## config.mk

```make
export PLATFORM = sky130hd
export DESIGN_NAME = intel_hex_record_writer_unit
export DESIGN_NICKNAME = d
export VERILOG_FILES = /design/src/hdl/ihw_pkg.sv /design/src/hdl/ihw_ram.sv /design/src/hdl/ihw_cmd_queue.sv /design/src/hdl/ihw_front.sv /design/src/hdl/ihw_back.sv /design/src/hdl/intel_hex_record_writer_unit.sv
export SDC_FILE = /design/constraint.sdc
export NUM_CORES = 1
export LEC_CHECK = 0
export ABC_AREA = 0
export BUFFER_PORTS_ARGS = -buffer_cell sky130_fd_sc_hd__buf_2
export CORE_UTILIZATION = 45
export DETAILED_ROUTE_END_ITERATION = 10
export GPL_TIMING_DRIVEN = 1
export SETUP_SLACK_MARGIN = 0.15
export SYNTH_ARGS = -nofsm -noshare
export SYNTH_HDL_FRONTEND = slang
export SYNTH_HIERARCHICAL = 1
export SYNTH_SLANG_ARGS = --single-unit
```

## constraint.sdc

```tcl
create_clock -name i_clk -period 13.1 [get_ports i_clk]
set_input_delay 1.965 -clock i_clk [delete_from_list [all_inputs] [get_ports i_clk]]
set_output_delay 1.965 -clock i_clk [all_outputs]
set_load 0.01 [all_outputs]
```

## src/hdl/ihw_pkg.sv

```systemverilog
// ----------------------------------------------------------------------------
// ihw_pkg
// Shared types, codes and helpers of the hex record writer: item and result
// structs, the command passed from front to back, and hex digit conversion.
// ----------------------------------------------------------------------------
package ihw_pkg;

    localparam int unsigned CNT_W = 6;

    localparam logic [1:0] MODE_SEGMENT = 2'd0;
    localparam logic [1:0] MODE_DATA    = 2'd1;
    localparam logic [1:0] MODE_ENTRY   = 2'd2;
    localparam logic [1:0] MODE_EOF     = 2'd3;

    localparam logic [7:0] TYPE_DATA  = 8'h00;
    localparam logic [7:0] TYPE_EOF   = 8'h01;
    localparam logic [7:0] TYPE_ELA   = 8'h04;
    localparam logic [7:0] TYPE_ENTRY = 8'h05;

    localparam logic [CNT_W-1:0] ELA_BYTES   = 6'd2;
    localparam logic [CNT_W-1:0] ENTRY_BYTES = 6'd4;

    localparam logic [6:0] ASCII_ZERO   = 7'h30;
    localparam logic [6:0] ASCII_LETTER = 7'h37;

    typedef struct packed {
        logic [1:0]  mode;
        logic [31:0] address;
        logic [7:0]  data_byte;
    } t_in;

    typedef struct packed {
        logic [6:0] hex_high;
        logic [6:0] hex_low;
        logic       record_start;
        logic       record_end;
        logic       last;
    } t_out;

    typedef enum logic [1:0] {
        TAIL_NONE,
        TAIL_ENTRY,
        TAIL_EOF
    } t_tail;

    typedef enum logic [1:0] {
        REC_ELA,
        REC_DATA,
        REC_ENTRY,
        REC_EOF
    } t_rec;

    typedef enum logic [2:0] {
        BK_IDLE,
        BK_COUNT,
        BK_AHI,
        BK_ALO,
        BK_TYPE,
        BK_DATA,
        BK_CHK
    } t_bk_state;

    typedef struct packed {
        logic             ela;
        logic             flush;
        logic [15:0]      upper;
        logic [15:0]      rec_offset;
        logic [CNT_W-1:0] count;
        logic             bank;
        t_tail            tail;
        logic [31:0]      ep_addr;
    } t_cmd;

    typedef struct packed {
        logic valid;
        logic bank;
    } t_release;

    function automatic logic [6:0] hex_ascii(input logic [3:0] nib);
        logic [6:0] v;
        v = {3'b000, nib};
        if (nib < 4'd10) begin
            return ASCII_ZERO + v;
        end
        return ASCII_LETTER + v;
    endfunction

endpackage

```

## src/hdl/ihw_ram.sv

```systemverilog
// ----------------------------------------------------------------------------
// ihw_ram
// Generic single write port, single read port RAM with registered read.
// ----------------------------------------------------------------------------
module ihw_ram #(
    parameter int unsigned WIDTH = 8,
    parameter int unsigned DEPTH = 64
) (
    input  logic                     i_clk,
    input  logic                     i_we,
    input  logic [$clog2(DEPTH)-1:0] i_waddr,
    input  logic [WIDTH-1:0]         i_wdata,
    input  logic [$clog2(DEPTH)-1:0] i_raddr,
    output logic [WIDTH-1:0]         o_rdata
);

    logic [WIDTH-1:0] r_mem [DEPTH];
    logic [WIDTH-1:0] r_rdata;

    always_ff @(posedge i_clk) begin
        if (i_we) begin
            r_mem[i_waddr] <= i_wdata;
        end
        r_rdata <= r_mem[i_raddr];
    end

    assign o_rdata = r_rdata;

endmodule

```

## src/hdl/ihw_cmd_queue.sv

```systemverilog
// ----------------------------------------------------------------------------
// ihw_cmd_queue
// Two-entry command queue between the front and the back.
// ----------------------------------------------------------------------------
module ihw_cmd_queue
    import ihw_pkg::*;
(
    input  logic i_clk,
    input  logic i_rst_n,
    input  logic i_push,
    input  t_cmd i_cmd,
    input  logic i_pop,
    output t_cmd o_head,
    output logic o_empty,
    output logic o_full
);

    t_cmd       r_mem [2];
    logic       r_wp;
    logic       r_rp;
    logic [1:0] r_cnt;
    logic       n_wp;
    logic       n_rp;
    logic [1:0] n_cnt;

    always_comb begin
        n_wp  = r_wp ^ i_push;
        n_rp  = r_rp ^ i_pop;
        n_cnt = r_cnt + {1'b0, i_push} - {1'b0, i_pop};
    end

    always_ff @(posedge i_clk) begin
        if (!i_rst_n) begin
            r_wp  <= 1'b0;
            r_rp  <= 1'b0;
            r_cnt <= 2'd0;
        end else begin
            r_wp  <= n_wp;
            r_rp  <= n_rp;
            r_cnt <= n_cnt;
        end
    end

    always_ff @(posedge i_clk) begin
        if (i_push) begin
            r_mem[r_wp] <= i_cmd;
        end
    end

    assign o_head  = r_mem[r_rp];
    assign o_empty = (r_cnt == 2'd0);
    assign o_full  = (r_cnt == 2'd2);

endmodule

```

## src/hdl/ihw_front.sv

```systemverilog
// ----------------------------------------------------------------------------
// ihw_front
// Accepts items, tracks the open record and the running address, writes data
// bytes into a ping-pong buffer and issues one command per item that emits.
// ----------------------------------------------------------------------------
module ihw_front
    import ihw_pkg::*;
#(
    parameter int unsigned RECORD_BYTES = 32
) (
    input  logic                              i_clk,
    input  logic                              i_rst_n,
    input  logic                              i_in_valid,
    output logic                              o_in_ready,
    input  t_in                               i_in_item,
    input  logic                              i_q_full,
    output logic                              o_push,
    output t_cmd                              o_cmd,
    input  t_release                          i_release,
    output logic                              o_we,
    output logic [$clog2(2*RECORD_BYTES)-1:0] o_waddr,
    output logic [7:0]                        o_wdata
);

    localparam int unsigned MW = $clog2(RECORD_BYTES);
    localparam int unsigned AW = $clog2(2*RECORD_BYTES);
    localparam int unsigned RS = 32 + MW;
    // reciprocal of the record size, exact quotient for any 32-bit address
    localparam logic [32:0] RECIP =
        33'(((64'd1 << RS) + 64'(RECORD_BYTES) - 64'd1) / 64'(RECORD_BYTES));

    logic [CNT_W-1:0] r_fill,      n_fill;
    logic [31:0]      r_rec_addr,  n_rec_addr;
    logic [31:0]      r_next,      n_next;
    logic [15:0]      r_upper,     n_upper;
    logic             r_bank,      n_bank;
    logic [1:0]       r_busy,      n_busy;
    logic [MW-1:0]    r_mod,       n_mod;
    logic             r_rem_busy,  n_rem_busy;
    logic             r_rem_phase, n_rem_phase;
    logic [31:0]      r_rem_addr,  n_rem_addr;
    logic [31:0]      r_rem_q,     n_rem_q;

    logic             accept;
    logic             flush;
    logic [31:0]      rec_eff;
    logic [31:0]      next1;
    logic [MW-1:0]    mod1;
    logic [CNT_W-1:0] fill1;
    logic [64:0]      rem_prod;
    logic [31:0]      rem_quo;
    logic [MW-1:0]    rem_mod;

    assign o_in_ready = !r_rem_busy && !i_q_full && !r_busy[r_bank];
    assign accept     = i_in_valid && o_in_ready;

    always_comb begin
        next1   = r_next + 32'd1;
        fill1   = r_fill + 6'd1;
        rec_eff = r_rec_addr;
        if (i_in_item.mode == MODE_DATA && r_fill == '0) begin
            rec_eff = r_next;
        end
        if (next1 == '0 || r_mod == MW'(RECORD_BYTES - 1)) begin
            mod1 = '0;
        end else begin
            mod1 = r_mod + MW'(1);
        end
        rem_prod = 65'(r_rem_addr) * 65'(RECIP);
        rem_quo  = 32'(rem_prod >> RS);
        rem_mod  = r_rem_addr[MW-1:0] - MW'(r_rem_q[MW-1:0] * MW'(RECORD_BYTES));
    end

    always_comb begin
        n_fill      = r_fill;
        n_rec_addr  = r_rec_addr;
        n_next      = r_next;
        n_upper     = r_upper;
        n_bank      = r_bank;
        n_busy      = r_busy;
        n_mod       = r_mod;
        n_rem_busy  = r_rem_busy;
        n_rem_phase = r_rem_phase;
        n_rem_addr  = r_rem_addr;
        n_rem_q     = r_rem_q;
        flush       = 1'b0;
        o_push      = 1'b0;
        o_we        = 1'b0;

        o_cmd.ela        = 1'b0;
        o_cmd.flush      = 1'b0;
        o_cmd.upper      = rec_eff[31:16];
        o_cmd.rec_offset = rec_eff[15:0];
        o_cmd.count      = r_fill;
        o_cmd.bank       = r_bank;
        o_cmd.tail       = TAIL_NONE;
        o_cmd.ep_addr    = i_in_item.address;

        if (i_release.valid) begin
            n_busy[i_release.bank] = 1'b0;
        end

        if (r_rem_busy) begin
            if (!r_rem_phase) begin
                n_rem_q     = rem_quo;
                n_rem_phase = 1'b1;
            end else begin
                n_mod      = rem_mod;
                n_rem_busy = 1'b0;
            end
        end

        if (accept) begin
            unique case (i_in_item.mode)
                MODE_SEGMENT: begin
                    flush       = (r_fill != '0);
                    n_next      = i_in_item.address;
                    n_rec_addr  = i_in_item.address;
                    n_mod       = '0;
                    n_rem_addr  = i_in_item.address;
                    n_rem_phase = 1'b0;
                    n_rem_busy  = 1'b1;
                end
                MODE_DATA: begin
                    o_we        = 1'b1;
                    o_cmd.count = fill1;
                    n_fill      = fill1;
                    n_rec_addr  = rec_eff;
                    n_next      = next1;
                    n_mod       = mod1;
                    flush = (mod1 == '0) || (next1[15:0] == '0)
                        || (fill1 >= CNT_W'(RECORD_BYTES));
                end
                MODE_ENTRY: begin
                    flush      = (r_fill != '0);
                    o_cmd.tail = TAIL_ENTRY;
                end
                MODE_EOF: begin
                    flush      = (r_fill != '0);
                    o_cmd.tail = TAIL_EOF;
                end
            endcase

            o_cmd.flush = flush;
            o_cmd.ela   = flush && (rec_eff[31:16] != r_upper);
            o_push      = flush || (o_cmd.tail != TAIL_NONE);
            if (flush) begin
                n_upper        = rec_eff[31:16];
                n_fill         = '0;
                n_bank         = ~r_bank;
                n_busy[r_bank] = 1'b1;
            end
            if (i_in_item.mode == MODE_EOF) begin
                n_fill     = '0;
                n_rec_addr = '0;
                n_next     = '0;
                n_upper    = '0;
                n_mod      = '0;
            end
        end
    end

    assign o_wdata = i_in_item.data_byte;
    assign o_waddr = r_bank ? AW'(RECORD_BYTES) + AW'(r_fill) : AW'(r_fill);

    always_ff @(posedge i_clk) begin
        if (!i_rst_n) begin
            r_fill      <= '0;
            r_rec_addr  <= '0;
            r_next      <= '0;
            r_upper     <= '0;
            r_bank      <= 1'b0;
            r_busy      <= '0;
            r_mod       <= '0;
            r_rem_busy  <= 1'b0;
            r_rem_phase <= 1'b0;
        end else begin
            r_fill      <= n_fill;
            r_rec_addr  <= n_rec_addr;
            r_next      <= n_next;
            r_upper     <= n_upper;
            r_bank      <= n_bank;
            r_busy      <= n_busy;
            r_mod       <= n_mod;
            r_rem_busy  <= n_rem_busy;
            r_rem_phase <= n_rem_phase;
        end
    end

    always_ff @(posedge i_clk) begin
        r_rem_addr <= n_rem_addr;
        r_rem_q    <= n_rem_q;
    end

endmodule

```

## src/hdl/ihw_back.sv

```systemverilog
// ----------------------------------------------------------------------------
// ihw_back
// Record sequencer: walks the records of one command byte by byte, keeps the
// running checksum and drives the registered result port.
// ----------------------------------------------------------------------------
module ihw_back
    import ihw_pkg::*;
#(
    parameter int unsigned RECORD_BYTES = 32
) (
    input  logic                              i_clk,
    input  logic                              i_rst_n,
    input  t_cmd                              i_head,
    input  logic                              i_head_valid,
    output logic                              o_pop,
    output logic [$clog2(2*RECORD_BYTES)-1:0] o_raddr,
    input  logic [7:0]                        i_rdata,
    output t_release                          o_release,
    output logic                              o_out_valid,
    input  logic                              i_out_ready,
    output t_out                              o_out_item
);

    localparam int unsigned AW = $clog2(2*RECORD_BYTES);

    t_bk_state        r_state, n_state;
    t_rec             r_rec,   n_rec;
    logic [CNT_W-1:0] r_idx,   n_idx;
    logic [7:0]       r_sum,   n_sum;
    logic             r_out_valid;
    t_out             r_out;

    logic             step;
    logic             has_next;
    t_rec             next_rec;
    logic [CNT_W-1:0] rec_count;
    logic [15:0]      rec_addr;
    logic [7:0]       rec_type;
    logic [7:0]       fixed_byte;
    logic [7:0]       cur_byte;
    logic             cur_start;
    logic             cur_end;
    logic             cur_last;
    logic [AW-1:0]    idx_low;
    t_rec             tail_rec;

    assign step = (r_state != BK_IDLE) && (!r_out_valid || i_out_ready);

    always_comb begin
        tail_rec = (i_head.tail == TAIL_ENTRY) ? REC_ENTRY : REC_EOF;
        has_next = 1'b0;
        next_rec = tail_rec;
        unique case (r_rec)
            REC_ELA: begin
                if (i_head.flush) begin
                    has_next = 1'b1;
                    next_rec = REC_DATA;
                end else begin
                    has_next = (i_head.tail != TAIL_NONE);
                end
            end
            REC_DATA:  has_next = (i_head.tail != TAIL_NONE);
            REC_ENTRY: has_next = 1'b0;
            REC_EOF:   has_next = 1'b0;
        endcase

        unique case (r_rec)
            REC_ELA: begin
                rec_count  = ELA_BYTES;
                rec_type   = TYPE_ELA;
                fixed_byte = r_idx[0] ? i_head.upper[7:0] : i_head.upper[15:8];
            end
            REC_DATA: begin
                rec_count  = i_head.count;
                rec_type   = TYPE_DATA;
                fixed_byte = i_rdata;
            end
            REC_ENTRY: begin
                rec_count = ENTRY_BYTES;
                rec_type  = TYPE_ENTRY;
                unique case (r_idx[1:0])
                    2'd0: fixed_byte = i_head.ep_addr[31:24];
                    2'd1: fixed_byte = i_head.ep_addr[23:16];
                    2'd2: fixed_byte = i_head.ep_addr[15:8];
                    2'd3: fixed_byte = i_head.ep_addr[7:0];
                endcase
            end
            REC_EOF: begin
                rec_count  = '0;
                rec_type   = TYPE_EOF;
                fixed_byte = '0;
            end
        endcase
        rec_addr = (r_rec == REC_DATA) ? i_head.rec_offset : 16'h0000;
    end

    // byte and flags of the current step
    always_comb begin
        cur_byte  = '0;
        cur_start = 1'b0;
        cur_end   = 1'b0;
        cur_last  = 1'b0;
        unique case (r_state)
            BK_IDLE:  cur_byte = '0;
            BK_COUNT: begin
                cur_byte  = {2'b00, rec_count};
                cur_start = 1'b1;
            end
            BK_AHI:   cur_byte = rec_addr[15:8];
            BK_ALO:   cur_byte = rec_addr[7:0];
            BK_TYPE:  cur_byte = rec_type;
            BK_DATA:  cur_byte = fixed_byte;
            BK_CHK: begin
                cur_byte = 8'h00 - r_sum;
                cur_end  = 1'b1;
                cur_last = !has_next;
            end
        endcase
    end

    always_comb begin
        n_state = r_state;
        n_rec   = r_rec;
        n_idx   = r_idx;
        n_sum   = r_sum;
        o_pop   = 1'b0;
        unique case (r_state)
            BK_IDLE: begin
                if (i_head_valid) begin
                    n_state = BK_COUNT;
                    n_idx   = '0;
                    n_sum   = '0;
                    if (i_head.ela) begin
                        n_rec = REC_ELA;
                    end else if (i_head.flush) begin
                        n_rec = REC_DATA;
                    end else begin
                        n_rec = tail_rec;
                    end
                end
            end
            BK_COUNT: if (step) begin
                n_state = BK_AHI;
                n_sum   = r_sum + cur_byte;
            end
            BK_AHI: if (step) begin
                n_state = BK_ALO;
                n_sum   = r_sum + cur_byte;
            end
            BK_ALO: if (step) begin
                n_state = BK_TYPE;
                n_sum   = r_sum + cur_byte;
            end
            BK_TYPE: if (step) begin
                n_state = (rec_count == '0) ? BK_CHK : BK_DATA;
                n_sum   = r_sum + cur_byte;
            end
            BK_DATA: if (step) begin
                n_idx = r_idx + 6'd1;
                n_sum = r_sum + cur_byte;
                if (r_idx + 6'd1 == rec_count) begin
                    n_state = BK_CHK;
                end
            end
            BK_CHK: if (step) begin
                if (has_next) begin
                    n_state = BK_COUNT;
                    n_rec   = next_rec;
                    n_idx   = '0;
                    n_sum   = '0;
                end else begin
                    n_state = BK_IDLE;
                    o_pop   = 1'b1;
                end
            end
        endcase
    end

    // read address follows the next index so read data tracks r_idx
    always_comb begin
        idx_low = '0;
        if (n_idx < CNT_W'(RECORD_BYTES)) begin
            idx_low = AW'(n_idx);
        end
        o_raddr = i_head.bank ? AW'(RECORD_BYTES) + idx_low : idx_low;
    end

    assign o_release.valid = step && (r_state == BK_CHK) && (r_rec == REC_DATA);
    assign o_release.bank  = i_head.bank;

    always_ff @(posedge i_clk) begin
        if (!i_rst_n) begin
            r_state     <= BK_IDLE;
            r_rec       <= REC_ELA;
            r_idx       <= '0;
            r_sum       <= '0;
            r_out_valid <= 1'b0;
        end else begin
            r_state <= n_state;
            r_rec   <= n_rec;
            r_idx   <= n_idx;
            r_sum   <= n_sum;
            if (step) begin
                r_out_valid <= 1'b1;
            end else if (i_out_ready) begin
                r_out_valid <= 1'b0;
            end
        end
    end

    always_ff @(posedge i_clk) begin
        if (step) begin
            r_out.hex_high     <= hex_ascii(cur_byte[7:4]);
            r_out.hex_low      <= hex_ascii(cur_byte[3:0]);
            r_out.record_start <= cur_start;
            r_out.record_end   <= cur_end;
            r_out.last         <= cur_last;
        end
    end

    assign o_out_valid = r_out_valid;
    assign o_out_item  = r_out;

endmodule

```

## src/hdl/intel_hex_record_writer_unit.sv

```systemverilog
// Path: a record-closing item's command passes the command queue, the back's
// state register and its result register before its first result shows.
// Throughput: one result per cycle from the back while i_out_ready allows; a record
// of n data bytes gives n + 5 result bytes, and each command begins with an idle dispatch step.
// A segment start holds the front busy while a reciprocal multiply works out the address remainder.
// Reset: synchronous, active low; clears all control state, not the buffer.
// ----------------------------------------------------------------------------
// intel_hex_record_writer_unit
// Binary byte stream to hex records: front tracks records and fills a
// ping-pong buffer, back emits record bytes through a command queue.
// ----------------------------------------------------------------------------
module intel_hex_record_writer_unit
    import ihw_pkg::*;
#(
    parameter int unsigned RECORD_BYTES = 32
) (
    input  logic i_clk,
    input  logic i_rst_n,
    input  logic i_in_valid,
    output logic o_in_ready,
    input  t_in  i_in_item,
    output logic o_out_valid,
    input  logic i_out_ready,
    output t_out o_out_item
);

    localparam int unsigned AW = $clog2(2*RECORD_BYTES);

    logic          q_full;
    logic          q_empty;
    logic          q_push;
    logic          q_pop;
    t_cmd          q_cmd;
    t_cmd          q_head;
    t_release      release_bank;
    logic          ram_we;
    logic [AW-1:0] ram_waddr;
    logic [7:0]    ram_wdata;
    logic [AW-1:0] ram_raddr;
    logic [7:0]    ram_rdata;

    ihw_front #(
        .RECORD_BYTES(RECORD_BYTES)
    ) u_front (
        .i_clk      (i_clk),
        .i_rst_n    (i_rst_n),
        .i_in_valid (i_in_valid),
        .o_in_ready (o_in_ready),
        .i_in_item  (i_in_item),
        .i_q_full   (q_full),
        .o_push     (q_push),
        .o_cmd      (q_cmd),
        .i_release  (release_bank),
        .o_we       (ram_we),
        .o_waddr    (ram_waddr),
        .o_wdata    (ram_wdata)
    );

    ihw_ram #(
        .WIDTH(8),
        .DEPTH(2*RECORD_BYTES)
    ) u_ram (
        .i_clk   (i_clk),
        .i_we    (ram_we),
        .i_waddr (ram_waddr),
        .i_wdata (ram_wdata),
        .i_raddr (ram_raddr),
        .o_rdata (ram_rdata)
    );

    ihw_cmd_queue u_queue (
        .i_clk   (i_clk),
        .i_rst_n (i_rst_n),
        .i_push  (q_push),
        .i_cmd   (q_cmd),
        .i_pop   (q_pop),
        .o_head  (q_head),
        .o_empty (q_empty),
        .o_full  (q_full)
    );

    ihw_back #(
        .RECORD_BYTES(RECORD_BYTES)
    ) u_back (
        .i_clk        (i_clk),
        .i_rst_n      (i_rst_n),
        .i_head       (q_head),
        .i_head_valid (!q_empty),
        .o_pop        (q_pop),
        .o_raddr      (ram_raddr),
        .i_rdata      (ram_rdata),
        .o_release    (release_bank),
        .o_out_valid  (o_out_valid),
        .i_out_ready  (i_out_ready),
        .o_out_item   (o_out_item)
    );

endmodule

```

==> results.tsv <==
stage	metric	value	unit
status	status	complete, no violations	
synth	Post-synth top flop	edfxtp_1	
layout	Final #Nets	2540	
layout	commonest non-fill, non-tap cell in the layout	edfxtp_1	
layout	commonest cells after routing, fill and taps aside	684 x edfxtp_1, 178 x nor2_1, 138 x nand2_1, 128 x dfxtp_1, 126 x mux4_2	
place	PortBufs	64	
pwr	Max rail drop VDD	89.5	µV
timing	crit path time final	6240	ps
setup_path	r2r worst-path depth	13	
timing	clock skew	46.3	ps
setup_path	Crit-path slowest cell	nor2b_4	
cts	# hold bufs at CTS	0	
timing	final hold violation count	0	
setup_path	RR Endpoint	u_ram/o_rdata[7]	
setup_path	CP max stage delay	970	ps
synth	Syn Nets	2557	
timing	Max Slew Vio Count	0	
floorplan	Cell Rows	103	
setup_path	WP data required	13590	ps
setup_path	Top delay family on crit path	simple AND/OR/NAND/NOR gates	
setup_path	CP Class	in2reg	
synth	Mapped Avg Cell Area	14.6	µm²
cts	Clk Tree Root Cell	clkbuf_16	
global_route	initial antenna violation count	0	
drt	iteration-0 DRC count of the detailed router	2084	
layout	share of layout cells above drive strength 1	20.7	%
global_route	pin count of the biggest net entering global routing	76	
place	Setup WS pre-CTS	6130	ps
setup_path	cells along the critical path	buf_2 -> nand2b_1 -> nand2_1 -> o21a_1 -> a22oi_1 -> nor2b_4 -> buf_4 -> buf_4 -> mux4_2 -> mux4_2 -> o21ai_0 -> nand2_1	
setup_path	r2r setup slk	6930	ps
synth	sequential-to-total area share from yosys stat	63.8	%
floorplan	I/O pin count	65	
place	Routability Congestion	0.845	
floorplan	die height	286	µm
floorplan	Initial Util	45.7	%
worst_hold_path	HP Start	u_front/r_busy[1]	
timing	endpoints failing setup	0	
cts	Longest Clk Path Bufs	3	
cts	worst skew pair latency	660	ps
cts	CTS tree	yes	
setup_path	Critical Path End Type	flip-flop	
synth	Netlist Area Pre-Place	36200	µm²
cts	post-CTS sizing	0	
global_route	global-route wire length before repair	134	mm
drt	antenna viol nets, final	0	
setup_path	CP arrival	6730	ps
timing	final worst slack	6860	ps
pwr	LEAKAGE	12.9	nW
pwr	pwr/cell area	148	nW/µm²
global_route	Total Routing Usage GR	21.9	%
cts	H-tree lvl count	3	
drt	1st-pass router iterations	6	
floorplan	Die Area	81600	µm²
worst_hold_path	hold worst-path end	u_front/r_busy[1]	
cts	CTS buffer count	86	
worst_hold_path	Hold/Removal Path Class	reg2reg	
timing	Setup TNS	0	ps
job	max cap viols	0	
layout	Fillers	6596	
worst_hold_path	number of cells on the worst hold path	2	
cts	post-CTS setup buffer count	0	
place	HPWL after detailed placement	57.5	mm
synth	Seq cells post-synth	813	
setup_path	Worst Path Buf+Inv	3	
setup_path	crit-path max FO	37	
floorplan	area of the core	79300	µm²
timing	RSZ-0062 raised after global routing	no	
floorplan	Die X-Extent	286	µm
timing	Tcrit/Tclk final	47.6	%
drt	final WL	89.6	mm
drt	drt drc	0	
synth	gate count after technology mapping	2487	
synth	Yosys cell types	91	
cts	Clock Sinks	813	
timing	Slew @ Worst Pin	1280	ps
setup_path	CP startpoint kind	input pin	
timing	Fmax	160	MHz
global_route	vias in the first global route	21000	
synth	Synth warnings	6	
drt	via count	21300	
synth	EDFF count, synth	684	
drt	vias per cell	5.93	
layout	Area growth syn-to-layout	10.2	%
global_route	GRT overflow	0	
synth	asr flop ratio synth	0	%
drt	Wirelength per Cell	25.0	µm
timing	Max transition margin	14.2	%
cts	clock-pin slew on the worst setup and hold paths	60	ps
-- final cells by class --
type | instances | area [µm²] | area share [%]
Inverter | 41 | 154 | 0.385
Antenna cell | 1 | 2.50 | 0.00627
Tap cell | 1050 | 1310 | 3.29
Clock inverter | 51 | 657 | 1.64
Clock buffer | 105 | 2260 | 5.67
Timing Repair Buffer | 98 | 576 | 1.44
Multi-Input combinational cell | 1430 | 11800 | 29.7
Sequential cell | 813 | 23100 | 57.9
-- per-stage QoR --
| step | cells | util (%) | cell area [µm²] | hold slack [ps] | total power, W |
|---|---|---|---|---|---|
| 2_1_floorplan | 2487 | - | 36200 | 429 | 0.00330 |
| 3_3_place_gp | 3432 | 46.7 | 37000 | 438 | 0.00345 |
| 3_5_place_dp | 3432 | 46.7 | 37000 | 448 | 0.00346 |
| 4_1_cts | 3588 | 50.4 | 39900 | 456 | 0.00594 |
| 5_1_grt | 3588 | 50.4 | 39900 | 488 | 0.00609 |
| 6_report | 3589 | 50.4 | 39900 | 448 | 0.00590 |
-- cells by family after synthesis --
logic type,share of synthesized area (%)
DFF,63.8
muxes,14.0
AOI/OAI and AO/OA,6.63
adders and majority gates,0.850
buffers and inverters,3.71
xor gates and xnor gates,1.54
and+or+nand+nor,9.49
-- worst reg2reg max path, cell delays in order (launching register included) --
cell      delay, ps
dfxtp_4         770
mux2_4          340
nand2b_1         60
a21oi_1         400
a21oi_1         170
o21a_1          290
a22oi_1         250
nor2b_4         970
buf_4           660
buf_4           760
mux4_2          600
mux4_2          510
o21ai_0         190
nand2_1          60
-- synth_stat cells, types with 51 or more instances --
| master | n | area [µm²] |
|---|---|---|
| edfxtp_1 | 684 | 20500 |
| nor2_1 | 180 | 676 |
| nand2_1 | 139 | 522 |
| dfxtp_1 | 129 | 2580 |
| mux4_2 | 126 | 2840 |
| a21oi_1 | 97 | 485 |
| o21ai_0 | 84 | 420 |
| nor2b_1 | 79 | 494 |
| clkbuf_1 | 78 | 293 |
| mux2_2 | 73 | 822 |
| nand3_1 | 69 | 345 |
| buf_4 | 67 | 503 |
| mux2i_1 | 63 | 631 |
| mux2_4 | 51 | 766 |
-- sequential cells by signal (all words and copies together), names as in the netlist, 8 cells and up, named ones only --
register,cells
u_back/r_sum,8
u_back/o_out_item,17
u_front/r_rec_addr,32
u_queue/r_mem,150
u_ram/r_mem,512
u_front/r_next,32
u_ram/o_rdata,8
u_front/r_upper,16
-- power by group --
group | switching, W | internal, W | leakage [nW]
clock network | 0.00103 | 0.00146 | 1.40
registers | 0.0000406 | 0.00288 | 7.27
logic | 0.000313 | 0.000172 | 4.22
-- metal layers --
| metal | vias up | track usage [%] | wire length [µm] |
|---|---|---|---|
| met2 | 863 | 36.5 | 43900 |
| met5 | - | 0 | 0 |
| met1 | 10800 | 29.3 | 37000 |
| li1 | 9447 | - | - |
| met3 | 141 | 3.22 | 6150 |
| met4 | 0 | 7.62 | 2580 |
-- how the worst max path moves through the flow --
stage,startpoint,end,slack [ps],cells after the start
floorplan,i_in_valid,u_queue/r_mem[0][0],8060,5
global placement,i_out_ready,u_ram/o_rdata[3],6210,12
detailed placement,i_out_ready,u_ram/o_rdata[5],6130,12
CTS,i_out_ready,u_ram/o_rdata[7],6780,12
global route,flip-flop,u_ram/o_rdata[5],6450,13
finish,i_out_ready,u_ram/o_rdata[7],6860,12
Note: power is estimated with default switching activity, not from simulation.
